==> src/rtl/kst_pkg.sv <==
// Shared types and constants for the key to sequential id table.
`timescale 1ns / 1ps

package kst_pkg;

    localparam int KEY_W   = 31;
    localparam int LABEL_W = 9;

    // Function codes of an input beat
    localparam logic FUNC_INSERT = 1'b0;
    localparam logic FUNC_LOOKUP = 1'b1;

    typedef struct packed {
        logic             func;
        logic [KEY_W-1:0] key;
    } t_kst_in;

    typedef struct packed {
        logic               found;
        logic [LABEL_W-1:0] label;
        logic [LABEL_W-1:0] entry_count;
        logic               table_full;
    } t_kst_out;

    // Commands from the controller to the datapath
    typedef struct packed {
        logic load;
        logic scan;
        logic finish;
    } t_kst_cmd;

    // Status from the datapath to the controller
    typedef struct packed {
        logic hit;
        logic exhausted;
    } t_kst_sts;

endpackage

==> src/rtl/kst_ctrl.sv <==
// Controller state machine: accept, scan, present result.
`timescale 1ns / 1ps

module kst_ctrl (
    input  logic              i_clk,
    input  logic              i_rst_n,
    input  logic              i_in_valid,
    output logic              o_in_ready,
    output logic              o_out_valid,
    input  logic              i_out_ready,
    input  kst_pkg::t_kst_sts i_sts,
    output kst_pkg::t_kst_cmd o_cmd
);
    import kst_pkg::*;

    localparam logic [1:0] S_IDLE = 2'd0;
    localparam logic [1:0] S_SCAN = 2'd1;
    localparam logic [1:0] S_OUT  = 2'd2;

    logic [1:0] r_state;
    logic [1:0] n_state;
    logic       scan_done;

    assign scan_done = i_sts.hit | i_sts.exhausted;

    // Next state
    always_comb begin
        n_state = r_state;
        unique case (r_state)
            S_IDLE: begin
                if (i_in_valid) begin
                    n_state = S_SCAN;
                end
            end
            S_SCAN: begin
                if (scan_done) begin
                    n_state = S_OUT;
                end
            end
            S_OUT: begin
                if (i_out_ready) begin
                    n_state = S_IDLE;
                end
            end
            default: n_state = S_IDLE;
        endcase
    end

    always_ff @(posedge i_clk) begin
        if (!i_rst_n) begin
            r_state <= S_IDLE;
        end else begin
            r_state <= n_state;
        end
    end

    // Drive handshakes and datapath commands
    assign o_in_ready   = (r_state == S_IDLE);
    assign o_out_valid  = (r_state == S_OUT);
    assign o_cmd.load   = (r_state == S_IDLE) & i_in_valid;
    assign o_cmd.scan   = (r_state == S_SCAN);
    assign o_cmd.finish = (r_state == S_SCAN) & scan_done;

endmodule

==> config.mk <==
export PLATFORM = sky130hd
export DESIGN_NAME = kst_ctrl
export DESIGN_NICKNAME = d
export VERILOG_FILES = /design/src/rtl/kst_pkg.sv /design/src/rtl/kst_ctrl.sv
export SDC_FILE = /design/constraint.sdc
export NUM_CORES = 1
export LEC_CHECK = 0
export ABC_CLOCK_PERIOD_IN_PS = 1500
export CORE_AREA = 2 2 39 41
export DETAILED_ROUTE_END_ITERATION = 8
export DIE_AREA = 0 0 41 43
export DONT_BUFFER_PORTS = 1
export HOLD_SLACK_MARGIN = 0.03
export PLACE_DENSITY = 0.3
export SLEW_MARGIN = 20
export SYNTH_ARGS = -nofsm -noshare
export SYNTH_HDL_FRONTEND = slang
export SYNTH_SLANG_ARGS = --single-unit
==> constraint.sdc <==
create_clock -name i_clk -period 1.5 [get_ports i_clk]
set_input_delay 0.3 -clock i_clk [delete_from_list [all_inputs] [get_ports i_clk]]
set_output_delay 0.3 -clock i_clk [all_outputs]
set_load 0.03 [all_outputs]
; ---- Word level (Yosys, flattened, before mapping)
; Cells that the tools add are included.
[totals]
inputBits = 6
wordCells = 15
reg_bits = 2
[op_classes]
bitwise_logic = 3
reduce_logical = 2
n_eq_ne = 5
muxes = 4
[op_table]
columns = op, count
row1 = 2-bit 2-to-1 mux, 3
row2 = 2-bit case mux with 3 select lines, 1
row3 = "2-bit by 1-bit inequality test with 1-bit output, second input constant", 2
row4 = 3-bit AND reduction, 1
row5 = 1-bit AND, 2
row6 = "2-bit by 1-bit equality test with 1-bit output, second input constant", 1
row7 = "2-bit equality test, second input constant", 1
row8 = 2-bit zero test, 1
row9 = "2-bit inequality test, second input constant", 1
row10 = 1-bit OR, 1

; ---- Logic depth before layout (Yosys ltp)
; Gate-level depths: netlist of run 1.
[logic_depth]
depth_word = 3
ltp_mapped = 3
mapped_depth_nobuf = 3

; ---- Worst setup path before layout of run 1
; No wires, ideal clock.
[synth_timing]
path_type = reg2out
startpoint = register r_state[0]
endpoint = output port o_cmd[2] (netlist bit)
arrival_ps = 1150
required_ps = 1200
path_slack_ps = 50
stages_incl_launch_ff = 3
cell_sequence = dfxtp_1 nor2_1 and2_1
[synth_rtl]
columns = element, line_no
row1 = start: declaration, kst_ctrl.sv:20  ; logic [1:0] r_state;
row2 = start signal: assignment, kst_ctrl.sv:53  ; r_state <= n_state;
row3 = end: declaration, kst_ctrl.sv:12  ; output kst_pkg::t_kst_cmd o_cmd

==> metrics.md, run 1 <==
| Metric | Value |
|---|---|
| Met2 wire length | `162 µm` |
| Crit end category | `output port` |
| Biggest regs | `r_state (2)` |
| DRT Wirelength | `300 µm` |
| Total Routing Usage GR | `between 4 and 5%` |
| Starting DRT DRC Count | `2` |
| Period minus WS final | `1.44 ns` |
| Area leader, netlist | `dfxtp_1` |
| Crit-path max cell delay | `0.32 ns` |
| CTS clock-pin slew for the worst setup and hold paths | `0.03 ns` |
| Clock share of power | `50.3%` |
| Vias in the first global route | `114` |
| RSZ-0062 raised after global routing | `no` |
| Fin crit share | `95.8%` |
| CP startpoint kind | `flop` |
| Antenna Nets Post-Route | `0` |
| Register bit total from synthesis | `2` |
| R2R cell count | `3` |
| Synthesized netlist cell count | `12` |
| Switching portion of total power | `27.6%` |
| Post-CTS Resized | `0` |
| First-pass GRT wire length | `about 400 µm` |
| Count of cell types in the netlist | `10` |
| Remaining routing DRC violations | `0` |
| Hold_buf cts | `0` |
| # setup viols final | `0` |
| Synth Net Count | `18` |
| Max Fclk | `0.696 GHz` |
| Length of routed wiring on met1 | `94 µm` |
| Crit path depth | `2` |
| Post-synthesis sequential area ratio | `32.7%` |
| P per Cell Area | `1230 mW/mm²` |
| CTS Buf Count | `3` |
| DP HPWL | `253 µm` |
| Clk sinks | `2` |
| Outcome | `finished clean` |
| H-tree levels | `1` |
| Worst Path Required | `1.20 ns` |
| FF-to-FF Start | `r_state[1]` |
| Synth top area share | `32.7%` |
| Post-synth EDFFs | `0` |
| CP max-delay cell | `dfxtp_1` |
| VDD IR-drop max | `0.000211 V` |
| TritonCTS clock tree | `done` |
| Largest cells by area after synthesis | `dfxtp_1 33%, nor2b_4 11%, nor2b_1 10%, nor2_4 9.2%, and2b_4 8.2%` |
| Synth cell count leaders | `2 x dfxtp_1, 2 x nor2b_1` |
| Seq pwr share | `26.3%` |
| Reg-to-reg critical path endpoint | `r_state[1]` |
| Worst path cell trace | `and2b_4 -> nor2b_4` |
| Row count | `14` |
| Initial antenna violation count | `0` |
| Final slew viol count | `0` |
| Critical path arrival | `1.14 ns` |
| Drt first pass iters | `2` |
| Hold Startpoint | `i_rst_n` |
| Worst min path class | `primary input to flop` |
| Initial Utilization | `8.86%` |
| Max-cap violation count | `0` |
| Vias | `about 110` |
| Main synth FF type | `dfxtp_1` |
| Core Box Area | `0.00138 mm²` |
| Max reg flops | `2` |
| Biggest register | `r_state` |
| Port Buffer Count | `0` |
| Share of cells above drive strength 1 | `50.0%` |
| Critical path buffer and inverter count | `0` |
| Top Ports | `11` |
| Critical Path Start | `r_state[1]` |
| Mapped Area | `123 µm²` |
| Combinational power share | `about a quarter` |
| GRT overflow | `0` |
| Hold Violations, Final | `0` |
| Die Y | `43 µm` |
| End point of the critical path | `o_cmd[0]` |
| Mapped Avg Cell Area | `just over 10 µm²` |
| Util after Layout | `13.6%` |
| Ys Warns | `0` |
| Post-detailed-route wirelength per cell | `8.82 µm` |
| Root Buffer | `clkbuf_4` |
| Top Family by Delay on Critical Path | `simple AND/OR/NAND/NOR gates` |
| Hold Path Depth | `1` |
| Power Total | `about 230 µW` |
| CTS Buffer Depth | `2` |
| Postcts setup bufs | `0` |
| Leak | `0.0736 nW` |
| Clock skew | `0.000859 ns` |
| Crit path max fanout | `4` |
| Setup TNS | `0 ns` |
| Async SR Flop Fraction | `0%` |
| Met3 WL post-DR | `about 15 µm` |
| Area growth syn-to-layout | `53.1%` |
| Highest metal used | `met4` |
| Worst-Margin Slew | `0.230 ns` |
| Die area | `0.00176 mm²` |
| Final Wtd Congestion | `0.566` |
| Die width | `41 µm` |
| Largest net degree at the start of global routing | `5` |
| NetSw | `roughly 64 µW` |
| Nets | `26` |
| P_int | `167 µW` |
| Slew HR | `roughly 85%` |
| CP Class | `flop to output port` |
| Vias/cell | `3.18` |
| Diode count | `0` |
| R2r setup slk | `0.36 ns` |
| Clock latency on the worst-skew pair | `approximately 0.22 ns` |
[per-stage QoR]
step / hold slack [ns] / instance area [µm²] / std cells / setup slack [ns]
after floorplan: 0.418 / 123 / 12 / 0.0497
after global placement: 0.437 / 165 / 31 / 0.288
after detailed placement: 0.437 / 165 / 31 / 0.290
after CTS: 0.204 / 188 / 34 / 0.0506
after global routing: 0.209 / 188 / 34 / 0.0376
final: 0.210 / 188 / 34 / 0.0635
[final cells by class]
type	count	area [µm²]
tap	16	20.0
clock buffer	3	22.5
timing repair buffer	3	22.5
multi-input combinational	10	82.6
sequential	2	40.0
fill	156	1200
[cell families after synthesis]
family          synth area share [%]
simple gates                    53.1
flops                           32.7
mux                             8.16
compound gates                  6.12
[worst register-to-register path, delay by kind of cell (launching register included)]
kind            cells  cell delay (ns)
compound gates      1             0.16
simple gates        2             0.60
flops               1             0.32
[placed cells by master, fill, tap and decap left out]
master / n
buf_4: 3
nor2_4: 1
nor2b_1: 2
nor2_1: 1
nor3b_1: 1
and2_1: 1
o21a_1: 1
mux2i_1: 1
and2b_4: 1
dfxtp_1: 2
nor2b_4: 1
clkbuf_4: 3
[routing by layer]
metal	vias up	global-route usage, %
met1	50	2.24
li1	52	-
met4	0	12.0
met3	2	1.57
met2	4	5.94
met5	-	0
[power groups by stage]
stage	clock network [mW]	registers, mW	logic, mW
floorplan	0	0.0607	0.0422
CTS	0.124	0.0609	0.0547
global route	0.129	0.0613	0.0566
finish	0.116	0.0608	0.0541
global placement	0	0.0615	0.0552
detailed placement	0	0.0616	0.0546
[worst min path at each step]
stage	to
after floorplan	r_state[1]
after global placement	r_state[1]
after detailed placement	r_state[1]
after CTS	r_state[1]
after global routing	r_state[1]
final	r_state[1]
(Power assumes the default switching activity.)
==> run 2, diff against run 1 <==
--- a/config.mk
+++ b/config.mk
@@ -5,6 +5,7 @@
 export SDC_FILE = /design/constraint.sdc
 export NUM_CORES = 1
 export LEC_CHECK = 0
+export ABC_AREA = 1
 export ABC_CLOCK_PERIOD_IN_PS = 1500
 export CORE_AREA = 2 2 39 41
 export DETAILED_ROUTE_END_ITERATION = 8
==> metrics.md, run 2 <==
| Metric | Value |
|---|---|
| Remaining routing DRC violations | `0` |
| Total Routing Usage GR | `6.83%` |
| H-tree levels | `1` |
| Fillcell total | `172` |
| CP Class | `flop to output port` |
| RSZ-0062 raised after global routing | `no` |
| Period minus WS final | `1.33 ns` |
| FF-to-FF Start | `r_state[0]` |
| DRT Wirelength | `between 300 and 400 µm` |
| Post-synthesis sequential area ratio | `31.4%` |
| Clock skew | `between 0.001 and 0.0015 ns` |
| First-pass GRT wire length | `648 µm` |
| Vias | `137` |
| Length of routed wiring on met1 | `165 µm` |
| CTS Buf Count | `3` |
| Port Buffer Count | `0` |
| Most frequent cell after synthesis | `inv_1` |
| Fin crit share | `88.4%` |
| Antenna Nets Post-Route | `0` |
| Synth cell count leaders | `7 x inv_1, 3 x nand2_1, 2 x a21oi_1, 2 x dfxtp_1, 2 x nor2_1` |
| Largest cells by area after synthesis | `dfxtp_1 31%, inv_1 21%, nand2_1 8.8%, nor2_4 8.8%, a21oi_1 7.8%` |
| Crit path max fanout | `3` |
| Core Box Area | `0.00138 mm²` |
| Post-CTS Resized | `0` |
| Met3 WL post-DR | `47 µm` |
| Initial antenna violation count | `0` |
| Area growth syn-to-layout | `51.0%` |
| Vias/cell | `3.19` |
| Worst min path class | `primary input to flop` |
| Worst-Margin Slew | `0.258 ns` |
| Worst Path Required | `between 1 and 1.5 ns` |
| CTS clock-pin slew for the worst setup and hold paths | `0.03 ns` |
| Postcts setup bufs | `0` |
| Die width | `41 µm` |
| Row count | `14` |
| Worst path cell trace | `inv_2 -> nor2_4 -> nand2_2 -> inv_1` |
| Drt first pass iters | `1` |
| Vias in the first global route | `168` |
| Leak | `~0.11 nW` |
| Max-cap violation count | `0` |
| Highest metal used | `met4` |
| Most used cells in the layout excluding fill and tap cells | `7 x inv_1, 3 x nand2_1, 3 x clkbuf_4, 3 x buf_4` |
| Hold Violations, Final | `0` |
| Post-synth EDFFs | `0` |
| R2R cell count | `5` |
| Main synth FF type | `dfxtp_1` |
| Setup TNS | `0 ns` |
| Hold Startpoint | `i_rst_n` |
| Met2 wire length | `134 µm` |
| Max reg flops | `2` |
| R2r setup slk | `about 0.53 ns` |
| Synth Net Count | `27` |
| CP max-delay cell | `dfxtp_1` |
| Register bit total from synthesis | `2` |
| Hold Crit Endpoint | `r_state[1]` |
| Clock latency on the worst-skew pair | `0.23 ns` |
| Initial Utilization | `9.22%` |
| Synth top area share | `a little under a third` |
| Nets | `35` |
| GRT overflow | `0` |
| Die Y | `43 µm` |
| Async SR Flop Fraction | `0%` |
| Hold_buf cts | `0` |
| Die area | `0.00176 mm²` |
| Biggest regs | `r_state (2)` |
| Root Buffer | `clkbuf_4` |
| DP HPWL | `approximately 280 µm` |
| VDD IR-drop max | `0.000275 V` |
| Crit-path max cell delay | `0.36 ns` |
| Critical path arrival | `between 1 and 1.5 ns` |
| Hold Path Depth | `2` |
| # setup viols final | `0` |
| Crit end category | `output port` |
| Mapped Area | `128 µm²` |
| CP startpoint kind | `flop` |
| CTS Buffer Depth | `2` |
| Biggest register | `r_state` |
| Largest net degree at the start of global routing | `5` |
| Ys Warns | `0` |
| Final Wtd Congestion | `just under 0.7` |
| Area leader, netlist | `dfxtp_1` |
| Starting DRT DRC Count | `0` |
| Top Ports | `11` |
| Reg-to-reg critical path endpoint | `r_state[0]` |
| Commonest non-fill, non-tap cell in the layout | `inv_1` |
| Diode count | `0` |
| FF/Latch Area | `between 40 and 50 µm²` |
| Outcome | `finished clean` |
| Slew HR | `82.8%` |
| P per Cell Area | `1230 mW/mm²` |
| Post-detailed-route wirelength per cell | `8.51 µm` |
| Multi-input gate area | `57.6 µm²` |
| TritonCTS clock tree | `done` |
| Final slew viol count | `0` |
| Max Fclk | `~0.75 GHz` |
| Mapped Avg Cell Area | `6.08 µm²` |
| Hold_ws | `0.240 ns` |
| Clk sinks | `2` |
| Synthesized netlist cell count | `21` |
| Share of cells above drive strength 1 | `between 30 and 40%` |
| Count of cell types in the netlist | `10` |
==> run 2: logic make-up (layout without fill, tap and decap cells) <==
kind of cell	after synthesis	in the layout	share of synthesized area, %
buffers and inverters	8	14	23.5
AOI/OAI and AO/OA	2	2	7.84
DFF	2	2	31.4
and+or+nand+nor	9	9	37.3
==> run 2: area by class of cell <==
class,instances,area share (%)
multi-input combinational,11,29.9
sequential,2,20.8
inverter,8,15.6
clock buffer,3,11.7
timing repair buffer,3,11.7
tap,16,10.4
==> run 2: per-layer routing <==
| metal | GRT usage (%) | up-vias |
|---|---|---|
| li1 | - | 71 |
| met1 | 6.75 | 52 |
| met5 | 0 | - |
| met3 | 4.71 | 2 |
| met4 | 12.0 | 0 |
| met2 | 6.25 | 12 |
==> run 2: where the power goes <==
part | switching [mW] | internal [mW] | leakage (nW)
sequential | 0.00442 | 0.0572 | 0.0165
clock | 0.0325 | 0.0884 | 0.0138
combinational | 0.0386 | 0.0159 | 0.0768
==> run 2: worst max-delay path: cells and delay by family (launching register included) <==
| family | cells | cell delay [ns] |
|---|---|---|
| AND/OR/NAND/NOR | 2 | 0.17 |
| flip-flops | 1 | 0.36 |
| buffers and inverters | 2 | 0.28 |
==> run 2: per-stage QoR <==
step                      instances  total power, mW  setup slack (ns)  area [µm²]  util, %
final                            43            0.237             0.175         193     13.9
after global routing             43            0.268            0.0935         193     13.9
after CTS                        43            0.246             0.163         193     13.9
after detailed placement         40            0.117             0.413         170     12.3
after global placement           40            0.116             0.426         170     12.3
after floorplan                  21            0.103             0.230         128        -
==> run 2: worst max-delay path by stage <==
stage                           from       end  slack (ns)  cells after the start
after floorplan           r_state[1]  o_cmd[2]        0.23                      3
after detailed placement  r_state[0]  o_cmd[0]        0.41                      4
after CTS                 r_state[0]  o_cmd[0]        0.16                      4
after global routing      r_state[0]  o_cmd[0]        0.09                      4
after global placement    r_state[0]  o_cmd[0]        0.43                      4
final                     r_state[0]  o_cmd[0]        0.17                      4
==> run 3, diff against run 2 <==
--- a/config.mk
+++ b/config.mk
@@ -7,12 +7,12 @@
 export LEC_CHECK = 0
 export ABC_AREA = 1
 export ABC_CLOCK_PERIOD_IN_PS = 1500
+export BUFFER_PORTS_ARGS = -buffer_cell sky130_fd_sc_hd__buf_2
 export CORE_AREA = 2 2 39 41
 export DETAILED_ROUTE_END_ITERATION = 8
 export DIE_AREA = 0 0 41 43
-export DONT_BUFFER_PORTS = 1
 export HOLD_SLACK_MARGIN = 0.03
-export PLACE_DENSITY = 0.3
+export PLACE_DENSITY = 0.36
 export SLEW_MARGIN = 20
 export SYNTH_ARGS = -nofsm -noshare
 export SYNTH_HDL_FRONTEND = slang
==> metrics.md, run 3 (synthesized netlist as in run 2, its figures left out) <==
| Metric | Value |
|---|---|
| Core Box Area | `0.00138 mm²` |
| Setup TNS | `0 ns` |
| Most used cells in the layout excluding fill and tap cells | `10 x buf_2, 7 x inv_1, 3 x nand2_1, 3 x clkbuf_4` |
| Crit path max fanout | `3` |
| Die area | `0.00176 mm²` |
| Top Ports | `11` |
| Crit-path max cell delay | `0.36 ns` |
| Postcts setup bufs | `0` |
| Initial Utilization | `9.22%` |
| Clk sinks | `2` |
| Final design area excluding fillers | `220 µm²` |
| CP Class | `flop to output port` |
| Hold_buf cts | `0` |
| TritonCTS clock tree | `done` |
| Drt first pass iters | `1` |
| Leak | `0.135 nW` |
| CTS Buf Count | `3` |
| Die width | `41 µm` |
| Largest net degree at the start of global routing | `5` |
| Power Total | `238 µW` |
| FF-to-FF Start | `r_state[0]` |
| H-tree levels | `1` |
| Slew HR | `86.0%` |
| Fin crit share | `roughly nine tenths` |
| Worst min path class | `primary input to flop` |
| Root Buffer | `clkbuf_4` |
| Max reg flops | `2` |
| Final slew viol count | `0` |
| Util after Layout | `15.9%` |
| Area growth syn-to-layout | `72.5%` |
| Vias in the first global route | `around 140` |
| First-pass GRT wire length | `455 µm` |
| Clock latency on the worst-skew pair | `0.22 ns` |
| Max-cap violation count | `0` |
| Period minus WS final | `between 1 and 1.5 ns` |
| Final Wtd Congestion | `0.652` |
| Vias | `147` |
| Diode count | `0` |
| Worst-Margin Slew | `0.210 ns` |
| Top Family by Delay on Critical Path | `flip-flops` |
| CP startpoint kind | `flop` |
| Starting DRT DRC Count | `0` |
| Antenna Nets Post-Route | `0` |
| Hold Violations, Final | `0` |
| CP max-delay cell | `dfxtp_1` |
| Max Fclk | `roughly 0.75 GHz` |
| DP HPWL | `271 µm` |
| P per Cell Area | `~1100 mW/mm²` |
| Biggest register | `r_state` |
| VDD IR-drop max | `0.000281 V` |
| Vias/cell | `2.94` |
| Remaining routing DRC violations | `0` |
| Port Buffer Count | `10` |
| Nets | `42` |
| Die Y | `43 µm` |
| Hold Startpoint | `i_rst_n` |
| Initial antenna violation count | `0` |
| Share of cells above drive strength 1 | `50.0%` |
| Worst path cell trace | `inv_2 -> nor2_4 -> nand2_2 -> inv_1 -> buf_2` |
| GRT overflow | `0` |
| Clock skew | `0.000909 ns` |
| Critical Path Start | `r_state[0]` |
| Critical path buffer and inverter count | `3` |
| Outcome | `finished clean` |
| Critical path arrival | `between 1 and 1.5 ns` |
| DRT Wirelength | `318 µm` |
| CTS Buffer Depth | `2` |
| # setup viols final | `0` |
| DP Area | `198 µm²` |
| Commonest non-fill, non-tap cell in the layout | `buf_2` |
| Row count | `14` |
| Biggest regs | `r_state (2)` |
| Post-CTS Resized | `0` |
| RSZ-0062 raised after global routing | `no` |
| Crit end category | `output port` |
| Worst Path Required | `1.20 ns` |
| Post-detailed-route wirelength per cell | `6.36 µm` |
| Total Routing Usage GR | `4.20%` |
| CTS clock-pin slew for the worst setup and hold paths | `roughly 0.03 ns` |
## run 3: cell count changes in the layout (fill, tap and decap cells not counted)
| cell | before | now |
|---|---|---|
| buf_4 | 3 | 0 |
| buf_2 | 0 | 10 |
## run 3: routing by layer
metal | part of all wire [%] | GRT usage, % | vias up
met3 | 8.8 | 3.14 | 0
met1 | 47 | 4.14 | 57
li1 | - | - | 84
met4 | 0 | 4.00 | 0
met2 | 44 | 5.31 | 6
met5 | 0 | 0 | -
## run 3: worst register-to-register path, cell delays in order, from the launching register on
cell,delay (ns)
dfxtp_1,0.36
inv_2,0.07
nor2_4,0.10
nand2_2,0.06
a21oi_1,0.12
## run 3: stage by stage
step | setup WS (ns) | cells | hold WS [ns]
3_3_place_gp | 0.392 | 47 | 0.557
6_report | 0.167 | 50 | 0.321
5_1_grt | 0.112 | 50 | 0.335
4_1_cts | 0.148 | 50 | 0.316
2_1_floorplan | 0.230 | 21 | 0.432
3_5_place_dp | 0.394 | 47 | 0.554
## run 3: path summary, 6_finish.rpt
check / to / slack, ns / cells after the start
setup / recovery: o_cmd[0] / 0.17 / 5
hold / removal: r_state[0] / 0.32 / 3
setup reg to reg: r_state[1] / 0.72 / 4
hold reg to reg: r_state[1] / 0.57 / 2
## run 3: cell type report
class / count / area, µm²
fillers: 168 / 1160
multi-input cells: 11 / 57.6
repair buffers: 10 / 50.0
flip-flops and latches: 2 / 40.0
inverters: 8 / 30.0
clock buffers: 3 / 22.5
well taps: 16 / 20.0
## run 3: power by group
part           switching [mW]  internal [mW]  leakage, nW
Sequential            0.00438         0.0572       0.0165
Clock                  0.0286         0.0881       0.0138
Combinational          0.0398         0.0196        0.104
